## src/rtl/core/spq_pkg.sv

```systemverilog
`timescale 1ns / 1ps
// ----------------------------------------------------------------------------
// spq_pkg - shared types for the sorted priority queue
// Item formats, operation and status codes, per-cell entry and control.
// ----------------------------------------------------------------------------
package spq_pkg;

  typedef enum logic {
    OP_ENQ = 1'b0,
    OP_DEQ = 1'b1
  } op_e;

  typedef enum logic [1:0] {
    ST_DONE  = 2'd0,
    ST_FULL  = 2'd1,
    ST_EMPTY = 2'd2
  } status_e;

  localparam logic signed [31:0] EMPTY_DATA = -32'sd1;

  typedef struct packed {
    op_e                op;
    logic signed [31:0] data_in;
    logic [7:0]         priority_in;
  } in_item_t;

  typedef struct packed {
    logic signed [31:0] data_out;
    status_e            status;
    logic [3:0]         occupancy;
  } out_item_t;

  typedef struct packed {
    logic signed [31:0] data;
    logic [7:0]         prio;
  } entry_t;

  // broadcast to every cell in the chain
  typedef struct packed {
    logic   enq;       // accepted enqueue, queue not full
    logic   deq;       // accepted dequeue, queue not empty
    entry_t new_entry;
  } cell_ctrl_t;

endpackage

```

## src/rtl/core/spq_cell.sv

```systemverilog
`timescale 1ns / 1ps
// ----------------------------------------------------------------------------
// spq_cell - one slot of the sorted queue
// Compares its entry with the incoming one; keeps, takes the new entry,
// or takes the neighbor's entry on a shift.
// ----------------------------------------------------------------------------
module spq_cell (
  input  logic               clk_i,
  input  spq_pkg::cell_ctrl_t ctrl_i,
  input  logic               occupied_i,
  input  logic               left_gt_i,
  input  spq_pkg::entry_t    left_entry_i,
  input  spq_pkg::entry_t    right_entry_i,
  output logic               gt_o,
  output spq_pkg::entry_t    entry_o
);
  import spq_pkg::*;

  entry_t entry_q, entry_d;

  // empty cells count as larger, so the insert point is the first true one
  assign gt_o = !occupied_i || (entry_q.prio > ctrl_i.new_entry.prio);

  always_comb begin
    entry_d = entry_q;
    if (ctrl_i.enq) begin
      if (left_gt_i) begin
        entry_d = left_entry_i;
      end else if (gt_o) begin
        entry_d = ctrl_i.new_entry;
      end
    end else if (ctrl_i.deq) begin
      entry_d = right_entry_i;
    end
  end

  always_ff @(posedge clk_i) begin
    entry_q <= entry_d;
  end

  assign entry_o = entry_q;

endmodule

```

## src/rtl/core/sorted_priority_queue.sv

```systemverilog
`timescale 1ns / 1ps
// ----------------------------------------------------------------------------
// sorted_priority_queue - bounded priority queue in a chain of sorted cells
// Holds up to DEPTH entries in ascending priority; ties leave in arrival order.
// ----------------------------------------------------------------------------
// One enqueue or dequeue is taken every clock cycle while the input is not
// stalled. Each cell compares its own priority with the incoming one in
// parallel, so an insert or a removal of the head moves every held entry by
// at most one cell at once; the result item enters the output register in
// the cycle after the item is accepted. Input is stalled only while a result
// waits and the output is stalled. No clearing pass follows reset: the entry
// count alone marks which cells hold entries.
module sorted_priority_queue #(
  parameter int DEPTH = 8
) (
  input  logic                clk_i,
  input  logic                rst_ni,
  input  logic                in_valid_i,
  output logic                in_stall_o,
  input  spq_pkg::in_item_t   in_item_i,
  output logic                out_valid_o,
  input  logic                out_stall_i,
  output spq_pkg::out_item_t  out_item_o
);
  import spq_pkg::*;

  localparam int CW = $clog2(DEPTH + 1);

  logic          in_acc;
  logic          full, empty;
  logic [CW-1:0] count_q, count_d;
  logic          out_valid_q, out_valid_d;
  out_item_t     out_q, out_d;
  cell_ctrl_t    ctrl;
  entry_t        entries [DEPTH];
  logic          gt [DEPTH];

  assign in_stall_o = out_valid_q && out_stall_i;
  assign in_acc     = in_valid_i && !in_stall_o;
  assign full       = (count_q == CW'(DEPTH));
  assign empty      = (count_q == '0);

  assign ctrl.enq            = in_acc && (in_item_i.op == OP_ENQ) && !full;
  assign ctrl.deq            = in_acc && (in_item_i.op == OP_DEQ) && !empty;
  assign ctrl.new_entry.data = in_item_i.data_in;
  assign ctrl.new_entry.prio = in_item_i.priority_in;

  for (genvar i = 0; i < DEPTH; i++) begin : g_cell
    logic   occupied;
    logic   left_gt;
    entry_t left_entry, right_entry;

    assign occupied = (CW'(i) < count_q);
    if (i == 0) begin : g_first
      assign left_gt    = 1'b0;
      assign left_entry = ctrl.new_entry;
    end else begin : g_mid
      assign left_gt    = gt[i-1];
      assign left_entry = entries[i-1];
    end
    if (i == DEPTH - 1) begin : g_last
      assign right_entry = entries[i];
    end else begin : g_inner
      assign right_entry = entries[i+1];
    end

    spq_cell u_cell (
      .clk_i        (clk_i),
      .ctrl_i       (ctrl),
      .occupied_i   (occupied),
      .left_gt_i    (left_gt),
      .left_entry_i (left_entry),
      .right_entry_i(right_entry),
      .gt_o         (gt[i]),
      .entry_o      (entries[i])
    );
  end

  always_comb begin
    count_d = count_q;
    if (ctrl.enq) begin
      count_d = count_q + CW'(1);
    end else if (ctrl.deq) begin
      count_d = count_q - CW'(1);
    end
  end

  always_comb begin
    out_d       = out_q;
    out_valid_d = out_valid_q && out_stall_i;
    if (in_acc) begin
      out_valid_d    = 1'b1;
      out_d.data_out = '0;
      out_d.status   = ST_DONE;
      if (in_item_i.op == OP_ENQ) begin
        if (full) begin
          out_d.status = ST_FULL;
        end
      end else if (empty) begin
        out_d.data_out = EMPTY_DATA;
        out_d.status   = ST_EMPTY;
      end else begin
        out_d.data_out = entries[0].data;
      end
      out_d.occupancy = 4'(count_d);
    end
  end

  always_ff @(posedge clk_i or negedge rst_ni) begin
    if (!rst_ni) begin
      count_q     <= '0;
      out_valid_q <= 1'b0;
    end else begin
      count_q     <= count_d;
      out_valid_q <= out_valid_d;
    end
  end

  always_ff @(posedge clk_i) begin
    out_q <= out_d;
  end

  assign out_valid_o = out_valid_q;
  assign out_item_o  = out_q;

  a_count_bound: assert property (@(posedge clk_i) disable iff (!rst_ni)
    count_q <= CW'(DEPTH))
    else $error("entry count above depth");

  a_enq_grows: assert property (@(posedge clk_i) disable iff (!rst_ni)
    (in_acc && in_item_i.op == OP_ENQ && !full) |=> count_q == $past(count_q) + CW'(1))
    else $error("enqueue did not add an entry");

  a_full_status: assert property (@(posedge clk_i) disable iff (!rst_ni)
    (in_acc && in_item_i.op == OP_ENQ && full)
      |=> out_valid_q && out_q.status == ST_FULL && count_q == CW'(DEPTH))
    else $error("full enqueue not reported or state changed");

  a_empty_deq: assert property (@(posedge clk_i) disable iff (!rst_ni)
    (in_acc && in_item_i.op == OP_DEQ && empty)
      |=> out_q.data_out == EMPTY_DATA && out_q.status == ST_EMPTY && count_q == '0)
    else $error("empty dequeue result wrong");

endmodule
```

## config.mk

```make
export PLATFORM = sky130hd
export DESIGN_NAME = sorted_priority_queue
export DESIGN_NICKNAME = d
export VERILOG_FILES = /design/src/rtl/core/spq_pkg.sv /design/src/rtl/core/spq_cell.sv /design/src/rtl/core/sorted_priority_queue.sv
export SDC_FILE = /design/constraint.sdc
export NUM_CORES = 1
export LEC_CHECK = 0
export CAP_MARGIN = 20
export CORE_UTILIZATION = 40
export DETAILED_ROUTE_END_ITERATION = 10
export DONT_BUFFER_PORTS = 1
export PLACE_DENSITY = 0.51
export SYNTH_ARGS = -nofsm -noshare
export SYNTH_HDL_FRONTEND = slang
export SYNTH_SLANG_ARGS = --single-unit
```

## constraint.sdc

```tcl
create_clock -name clk_i -period 10.55 [get_ports clk_i]
set_input_delay 0.5275 -clock clk_i [delete_from_list [all_inputs] [get_ports clk_i]]
set_output_delay 0.5275 -clock clk_i [all_outputs]
set_load 0.03 [all_outputs]
```

* Word-level counts from Yosys, hierarchy flattened
Index checks and enable logic that the tools add are counted.
** Storage, ports and cells
- Register bits :: 363
- Input bits :: 45
- Output and inout bits :: 40
- Logic and storage cells :: 120
** Operators by class
- Add/sub/neg operators :: 2
- $lt $le $gt $ge :: 16
- Equal/unequal tests :: 8
- Muxes and demuxes :: 36
- Bitwise operators :: 1
- Reduce and logical (&&, ||, !) cells :: 36
** Operators with widths (count)
- $mux W40 :: 29
- $gt A8 B8 Y1 :: 8
- $mux W32 :: 1
- $ne A3 B1 Y1 const B :: 6
- $lt A3 B4 Y1 const A :: 4
- $reduce_and A2 Y1 :: 8
- $logic_not A1 Y1 :: 11
- $logic_or A1 B1 Y1 :: 8
- $lt A1 B4 Y1 const A :: 2
- $lt A2 B4 Y1 const A :: 2
- $mux W4 :: 2
- $logic_and A1 B1 Y1 :: 6
- $add A4 B1 Y4 const B :: 1
- $eq A4 B4 Y1 const B :: 1
- $logic_not A4 Y1 :: 1
- $mux W2 :: 2
- $reduce_bool A2 Y1 :: 2
- $sub A4 B1 Y4 const B :: 1
- $mux W1 :: 2
- $ne A2 B1 Y1 const B :: 1
- $not A1 Y1 :: 1

* Longest topological paths before layout
Gate-level depths: netlist of run 1.
- Depth in word-level cells :: 7
- Mapped depth :: 10
- Gate-level depth less buffers :: 7

* By module
Synthesis of run 1 repeated with hierarchy kept, for this count alone.
** Unflattened totals
- Cell total of the unflattened synthesis :: 1790
- Area, all modules :: 20327.0 um^2
** By module, submodules not included
- spq_cell :: times used 8, cells an instance 207, area an instance 2304.7 um^2, sequential area each 1201.2 um^2
- sorted_priority_queue :: times used 1, cells an instance 134, area an instance 1889.3 um^2, sequential area each 1266.2 um^2

* Worst setup path after synthesis of run 1
OpenSTA, ideal clock, no wires.
- Path kind :: input port to flip-flop
- Start :: in in_valid_i
- End :: reg g_cell[6].u_cell.entry_q (netlist bit g_cell[6].u_cell.entry_o[0]), enable pin
- Setup time :: 0.460 ns
- Arrival time :: 4.382 ns
- Data required time :: 10.090 ns
- Path slack :: 5.708 ns
- Cell stages on the path :: 8
- Path buffers :: 4
- Cells stage by stage :: a21bo_2 inv_1 and3_1 buf_2 buf_4 buf_4 buf_2 a41oi_1
** Between the ends
- Word-level cells in the longest chain between the ends :: 5
- Elaborated cells on any way between the ends :: 8
- Classes of those cells :: eq/ne (1); reduce/logical (7)
** RTL lines
- from (decl) :: line sorted_priority_queue.sv:18 : input logic in_valid_i,
- $logic_and A1 B1 Y1 * :: line sorted_priority_queue.sv:39 : assign in_acc = in_valid_i && !in_stall_o;
- named net in_acc :: line sorted_priority_queue.sv:29 : logic in_acc;
- $logic_and A1 B1 Y1, on equally long branches (2 in series) :: line sorted_priority_queue.sv:43, sorted_priority_queue.sv:44
- $ne A3 B1 Y1 (no line) or $reduce_bool A2 Y1 (tied branches)
- $reduce_and A2 Y1 (no line) *
- to (signal assigned) :: line spq_cell.sv:38 : entry_q <= entry_d;
- to (decl) :: line spq_cell.sv:19 : entry_t entry_q, entry_d;
The timed path passes the listed nets; every way through them passes the cells marked *.
A chain may end at the register's enable or synchronous reset.

==> metrics.sh, run 1 <==
LAYOUT-DRIVE-GT1-SHARE_PCT=9.565
CTSHOLDBUFFERS=1
FIN_SETUP_TNS_NS=0
PORT_BUFFERS=0
DRC_ERRORS=0
VIAS_PER_CELL=7.028
CTS.SINK_COUNT=363
CLOCK_LATENCY_NS=0.60
CLOCK_ROOT_BUFFER_MASTER='clkbuf_16'
R2R.WORST_PATH.CELLS=9
VIAS_IN_THE_FIRST_GLOBAL_ROUTE=18940
SKEW_FINAL_NS=0.02290
POST-ROUTE-MIN-PERIOD_NS=4.533
R2R_SLACK_NS=6.02
RESULT_OF_THE_RUN='completed'
INITIAL_UTILIZATION_PCT=40.65
TIMING.MAX_SLEW.REL_SLACK_PCT=25.13
CLOCK_PATH_BUFFERS=3
CRITICAL_PATH_ARRIVAL_NS=5.00
CP_DATA_REQUIRED_TIME_NS=11.01
FIN_CRIT_SH_PCT=42.97
MAX_CAP_VIOLATIONS=0
DR_TOTAL_VIAS=19590
DESIGN.DIE.AREA_UM2=55840
ENDPOINT_KIND='flip-flop'
FILLERS=5063
SYNTH-SEQ-CELLS=363
WORST_SETUP_PATH_START_KIND='flip-flop'
EDFF_COUNT_SYNTH=358
MAPPEDNETLISTNETS=2319
TRACK_USAGE_PCT=28.89
CORE_REGION_AREA_UM2=54030
DIEHEIGHT_UM=236.3
SLEW_VIOLATIONS=0
NUMBER_OF_ANTENNA_VIOLATIONS_AT_THE_FIRST_CHECK_IN_GLOBAL_ROUTING=2
LAYOUT-AREA-OVERHEAD-VS-SYNTH_PCT=9.208
POSTROUTEANTENNANETS=0
WORST-PATH-MAX-FANOUT=119
SETUP_VIOL=0
MULTI_INPUT_COMB_AREA_UM2=10310
VDD.IR_DROP.WORST_mV=0.1700
DPL.HPWL_MM=44.15
SYNTH_CELLS=2207
POST_DETAILED_ROUTE_WIRELENGTH_PER_CELL_UM=29.56
WORST_HOLD_PATH.NUM_CELLS=1
FINISH.UTILIZATION_PCT=44.39
HOLDCRITSTARTPOINT='in_valid_i'
WORST-SLEW-PIN-TRANSITION_NS=1.123
PATH_CLK_SLEW_NS=0.06
WORSTREG2REGEND='g_cell[2].u_cell.entry_o[21]$_DFFE_PP_'
SEQCELLAREA_UM2=10880
SYNTHESIS.AREA_UM2=21960
FIN_WORST_HOLD_SLACK_NS=0.05537
SYNTH_CELL_TYPE_COUNT=54
YOSYSWARNINGCOUNT=0
SEQ_TOTAL_AREA_YOSYS_PCT=49.52
WIRE_LENGTH_OF_THE_FIRST_GLOBAL_ROUTING_PASS_MM=123.9
DRT_PASS1_ITERATIONS=6
RSZ_0062_RAISED_AFTER_GLOBAL_ROUTING='false'
MIN_DELAY_WORST_ENDPOINT='out_valid_o$_DFF_PN0_'
HOLD_FAILS_FINAL_RPT=0
BOUNDARYPINS=85
R2R_START='count_q[1]$_DFF_PN0_'
YS.FLOP_TYPE='edfxtp_1'
CTS_HTREE_LEVELS=2
SYN-MEAN-INSTANCE-AREA_UM2=9.950
ASYNC_RESET_FF_SHARE_PCT=1.377
DIE-WIDTH_UM=236.3
N_ANTENNA_CELL=0
PATH_TYPE_OF_THE_WORST_MIN_DELAY_PATH='primary input to flip-flop'
GRT.OVERFLOW.TOTAL=0
GRT_MAX_DEGREE=261
FMAX_MHz=220.6
TRITONCTS='built'
NUMBER_OF_STANDARD_CELL_ROWS_IN_THE_FLOORPLAN=85
ROUTED_WIRELENGTH_MM=82.39
DRT_ITER0_DRC=2580
TIMING_WORST_SETUP_PATH_TYPE='flip-flop to flip-flop'
FIN_NETS=2173
CTS_RESIZED=0
POWERDENSITY_nW_PER_UM2=252.9
PLEAK_nW=8.590
TRITONCTS_BUFFERS=45
PLACE.GP.CONGESTION=0.8504
CTS_SETUP_BUFFERS=0
## routing by layer
layer  wire, um  global-route usage [%]  up-vias
met4       2523                   9.839        0
met1      35090                   40.73     9763
li1           -                       -     8502
met5          0                       0        -
met3       8163                   6.121      173
met2      36610                   43.85     1148
## sequential cells by signal (all words and copies together) (netlist names)
signal and flops:
out_valid_o 1, g_cell.u_cell.entry_o 320, out_item_o 38, count_q 4
## cells in the mapped netlist (3+ instances only)
master,instances,area [um^2]
o21ai_0,65,325.3
dfrtp_1,5,125.1
nand2_1,119,446.7
and3_1,161,1007
nand3_1,160,800.8
nand4_1,209,1308
o31a_1,5,43.79
nor2b_1,9,56.30
ha_1,67,838.3
inv_1,21,78.83
nand4bb_1,4,45.04
o211ai_1,3,22.52
o21ai_1,3,15.01
a21oi_1,226,1131
clkbuf_1,176,660.6
buf_6,4,45.04
buf_4,7,52.55
o31ai_1,44,330.3
edfxtp_1,358,10750
o2111ai_1,160,1401
a211oi_1,6,45.04
and2_1,5,31.28
nor2_1,156,585.6
nor4bb_1,4,40.04
buf_1,12,45.04
a31oi_1,84,525.5
and4_1,6,52.55
a41oi_1,4,35.03
mux2_4,39,585.6
buf_2,54,270.3
## through the flow
stage          cells  total power (W)  area [um^2]  setup slack, ns
3_3_place_gp    2706         0.004460        22580            6.294
4_1_cts         2785         0.006013        23960            6.176
6_report        2787         0.006065        23980            6.017
3_5_place_dp    2707         0.004510        22600            6.184
2_1_floorplan   2207         0.003570        21960            5.708
5_1_grt         2787         0.006273        23980            5.788
## how the worst max path moves through the flow
stage | end | from | slack [ns] | cells after the start
finish | g_cell[2].u_cell.entry_o[21]$_DFFE_PP_ | count_q[1]$_DFF_PN0_ | 6.02 | 9
global route | g_cell[1].u_cell.entry_o[27]$_DFFE_PP_ | count_q[1]$_DFF_PN0_ | 5.79 | 9
CTS | g_cell[2].u_cell.entry_o[21]$_DFFE_PP_ | count_q[1]$_DFF_PN0_ | 6.18 | 9
detailed placement | g_cell[2].u_cell.entry_o[21]$_DFFE_PP_ | in_item_i[40] | 6.18 | 7
global placement | g_cell[1].u_cell.entry_o[21]$_DFFE_PP_ | in_item_i[40] | 6.29 | 7
floorplan | g_cell[6].u_cell.entry_o[0]$_DFFE_PP_ | in_valid_i | 5.71 | 8
## area by class of cell
type	instances	share of cell area [%]
clock buffer	55	4.941
clock inverter	22	0.7096
inverter	22	0.3443
multi-input combinational	1569	43.01
sequential	363	45.35
tap	696	3.631
timing repair buffer	60	2.014
## critical path, stage by stage, from the launching register on
cell      delay [ns]
dfrtp_1         0.52
inv_1           0.13
ha_1            0.32
nand3b_1        0.25
and3_4          0.72
buf_4           0.87
buf_4           0.97
and3_1          0.29
a21oi_1         0.05
nand3_1         0.12
## kinds of logic (layout without fill, tap and decap cells)
| logic type | Yosys count | count (layout) | synth area share (%) |
|---|---|---|---|
| and+or+nand+nor | 846 | 846 | 20.34 |
| adders and majority gates | 67 | 67 | 3.817 |
| AOI/OAI and AO/OA | 613 | 613 | 18.22 |
| muxes | 40 | 40 | 2.718 |
| xor gates and xnor gates | 3 | 3 | 0.1197 |
| DFF | 363 | 363 | 49.52 |
| buffers and inverters | 275 | 159 | 5.265 |
## cell usage in the layout (no fill, tap or decap), drive strengths merged, types with 68 or more instances in the layout
master     n
and3     161
nand4    210
nand3    160
o2111ai  160
a21oi    226
a31oi     84
o21ai     68
edfxtp   358
nor2     156
nand2    119
## power by group
part | leakage, nW | switching, W | internal, W | total [W]
clock | 0.662 | 0.000652 | 0.000843 | 0.00149
combinational | 4.48 | 0.00172 | 0.000600 | 0.00232
sequential | 3.45 | 0.000250 | 0.00200 | 0.00225
(Power assumes the default switching activity.)
==> run 2: changes to the inputs <==
==> constraint.sdc (replaced) <==
create_clock -name clk_i -period 4.49 [get_ports clk_i]
set_input_delay 0.2245 -clock clk_i [delete_from_list [all_inputs] [get_ports clk_i]]
set_output_delay 0.2245 -clock clk_i [all_outputs]
set_load 0.03 [all_outputs]
==> metrics.sh, run 2 (synthesized netlist as in run 1, its figures left out) <==
SKEW_FINAL_NS=0.02818
CRITICAL_PATH.MAX_STAGE_DELAY_NS=0.52
LARGEST_REGISTER_FF_COUNT=320
DPL.HPWL_MM=44.55
FIN_CRIT_SH_PCT=74.82
CLOCK_LATENCY_NS=0.60
R2R_SLACK_NS=1.13
FIN_SETUP_TNS_NS=0
N_ANTENNA_CELL=0
BOUNDARYPINS=85
PLEAK_nW=8.848
CP_TOP_FAMILY='buffers and inverters'
CTS_HTREE_LEVELS=2
DIE-WIDTH_UM=236.3
CTSHOLDBUFFERS=45
CTS.SINK_COUNT=363
NETSWITCHINGFRACTION_PCT=43.07
DIEHEIGHT_UM=236.3
ENDPOINT='g_cell[6].u_cell.entry_o[14]$_DFFE_PP_'
MOSTFREQUENTLAYOUTCELL='edfxtp_1'
FIN_NETS=2223
PATH_CLK_SLEW_NS=0.06
CRITICAL_PATH.N_BUFFERS_INVERTERS=2
DRC_ERRORS=0
HOLD_FAILS_FINAL_RPT=0
CLOCK_ROOT_BUFFER_MASTER='clkbuf_16'
FINISH.UTILIZATION_PCT=45.53
VIAS_PER_CELL=6.902
MAX_CAP_VIOLATIONS=0
CRITICAL_PATH_ARRIVAL_NS=3.58
CTS_RESIZED=0
TRITONCTS_BUFFERS=44
POSTROUTEANTENNANETS=0
RSZ_0062_RAISED_AFTER_GLOBAL_ROUTING='false'
LAYOUT-AREA-OVERHEAD-VS-SYNTH_PCT=12.02
DESIGN.DIE.AREA_UM2=55840
WIRE_LENGTH_OF_THE_FIRST_GLOBAL_ROUTING_PASS_MM=122.5
INITIAL_UTILIZATION_PCT=40.65
VDD.IR_DROP.WORST_mV=0.3492
MOST_COMMON_CELL_TYPE_ON_THE_CRITICAL_PATH='buf_4'
NUMBER_OF_STANDARD_CELL_ROWS_IN_THE_FLOORPLAN=85
PATH_CELLS='ha_1, nand2_1, o21ai_0, nor2b_4, buf_4, nor2_1, a41oi_4, buf_4'
GRT_MAX_DEGREE=175
DRT_PASS1_ITERATIONS=5
POST_DETAILED_ROUTE_WIRELENGTH_PER_CELL_UM=28.56
CORE_REGION_AREA_UM2=54030
POST-ROUTE-MIN-PERIOD_NS=3.360
NUMBER_OF_ANTENNA_VIOLATIONS_AT_THE_FIRST_CHECK_IN_GLOBAL_ROUTING=1
LAYOUT_COMMON_CELLS='edfxtp_1, a21oi_1, nand4_1'
POWER_REPORT.INTERNAL_TOTAL_W=0.008134
CRITICAL-PATH-SLOWEST-CELL='buf_4'
TRITONCTS='built'
POST-LAYOUT-TOTAL-POWER_W=0.01429
FILLERS=5016
RESULT_OF_THE_RUN='completed'
TIMING.MAX_SLEW.REL_SLACK_PCT=28.76
CP_DATA_REQUIRED_TIME_NS=4.71
GRT.OVERFLOW.TOTAL=0
WORSTREG2REGEND='g_cell[6].u_cell.entry_o[14]$_DFFE_PP_'
VIAS_IN_THE_FIRST_GLOBAL_ROUTE=19000
SLEW_VIOLATIONS=0
RELATIVE_CONTRIBUTION_OF_THE_CLOCK_NETWORK_TO_TOTAL_POWER_PCT=24.3
DR_TOTAL_VIAS=19610
CLOCK_PATH_BUFFERS=3
SEQ_POWER_SHARE_PCT=36.9
SETUP_VIOL=0
DRT_ITER0_DRC=2098
WORST-PATH-MAX-FANOUT=41
PORT_BUFFERS=0
WORST_SETUP_PATH_START_KIND='flip-flop'
R2R_START='g_cell[5].u_cell.entry_o[7]$_DFFE_PP_'
POWERDENSITY_nW_PER_UM2=580.8
TRACK_USAGE_PCT=28.39
CRITICAL_PATH.STARTPOINT='g_cell[5].u_cell.entry_o[7]$_DFFE_PP_'
ENDPOINT_KIND='flip-flop'
P_COMB_SHARE_PCT=38.8
PLACE.GP.CONGESTION=0.8754
CTS_SETUP_BUFFERS=0
R2R.WORST_PATH.CELLS=8
LAYOUT-DRIVE-GT1-SHARE_PCT=9.744
TIMING_WORST_SETUP_PATH_TYPE='flip-flop to flip-flop'
NUMBER_OF_CELLS_ON_THE_CRITICAL_PATH=8
FMAX_MHz=297.7
WORST-SLEW-PIN-TRANSITION_NS=1.066
PATH_TYPE_OF_THE_WORST_MIN_DELAY_PATH='primary input to flip-flop'
POWER.NET_SWITCHING_W=0.006153
ROUTED_WIRELENGTH_MM=81.14
==> run 2: cell type report <==
class	count	area [um^2]	share of cell area, %
timing repair buffer	111	1096	4.456
clock inverter	18	140.1	0.5697
sequential	363	10880	44.21
tap	696	870.8	3.540
clock buffer	62	1220	4.959
multi-input combinational	1569	10310	41.93
inverter	22	82.58	0.3357
==> run 2: routing by layer <==
layer  wire length, um  vias to the layer above  GRT usage (%)
met1             35030                     9694          40.09
met4              2399                        2          10.65
met3              7353                      172          4.716
met5                51                        -         0.6061
li1                  -                     8622              -
met2             36300                     1120          43.49
==> run 2: worst min-delay path by stage <==
stage | from | to | slack, ns | cells after the start
after detailed placement | rst_ni | count_q[2]$_DFF_PN0_ | -0.07 | 0
after global placement | rst_ni | out_valid_o$_DFF_PN0_ | -0.07 | 0
after floorplan | rst_ni | count_q[0]$_DFF_PN0_ | -0.07 | 0
after CTS | in_valid_i | count_q[1]$_DFF_PN0_ | 0.006 | 2
final | in_valid_i | count_q[1]$_DFF_PN0_ | 0.02 | 2
after global routing | in_valid_i | count_q[1]$_DFF_PN0_ | 0.04 | 2
==> run 2: metrics by stage <==
stage | instance area [um^2] | worst slack, ns | hold WS, ns | std cells
global placement | 22790 | 1.201 | -0.07099 | 2716
global route | 24600 | 0.9861 | 0.04132 | 2841
CTS | 24600 | 1.164 | 0.005655 | 2841
detailed placement | 22790 | 1.156 | -0.07097 | 2716
finish | 24600 | 1.130 | 0.02391 | 2841
floorplan | 21970 | -0.2220 | -0.07109 | 2207
==> run 2: power groups by stage <==
| stage | logic (W) | registers (W) | clock network (W) |
|---|---|---|---|
| after detailed placement | 0.00528 | 0.00533 | 0 |
| after global placement | 0.00520 | 0.00532 | 0 |
| after global routing | 0.00579 | 0.00535 | 0.00364 |
| after floorplan | 0.00327 | 0.00512 | 0 |
| final | 0.00554 | 0.00527 | 0.00347 |
| after CTS | 0.00538 | 0.00527 | 0.00354 |
==> run 2: worst reg2reg max path, cell delays in order, from the launching register on <==
cell and delay (ns):
edfxtp_1 0.42, ha_1 0.34, nand2_1 0.07, o21ai_0 0.44, nor2b_4 0.23, buf_4 0.52, nor2_1 0.26, a41oi_4 0.28
buf_4 0.41
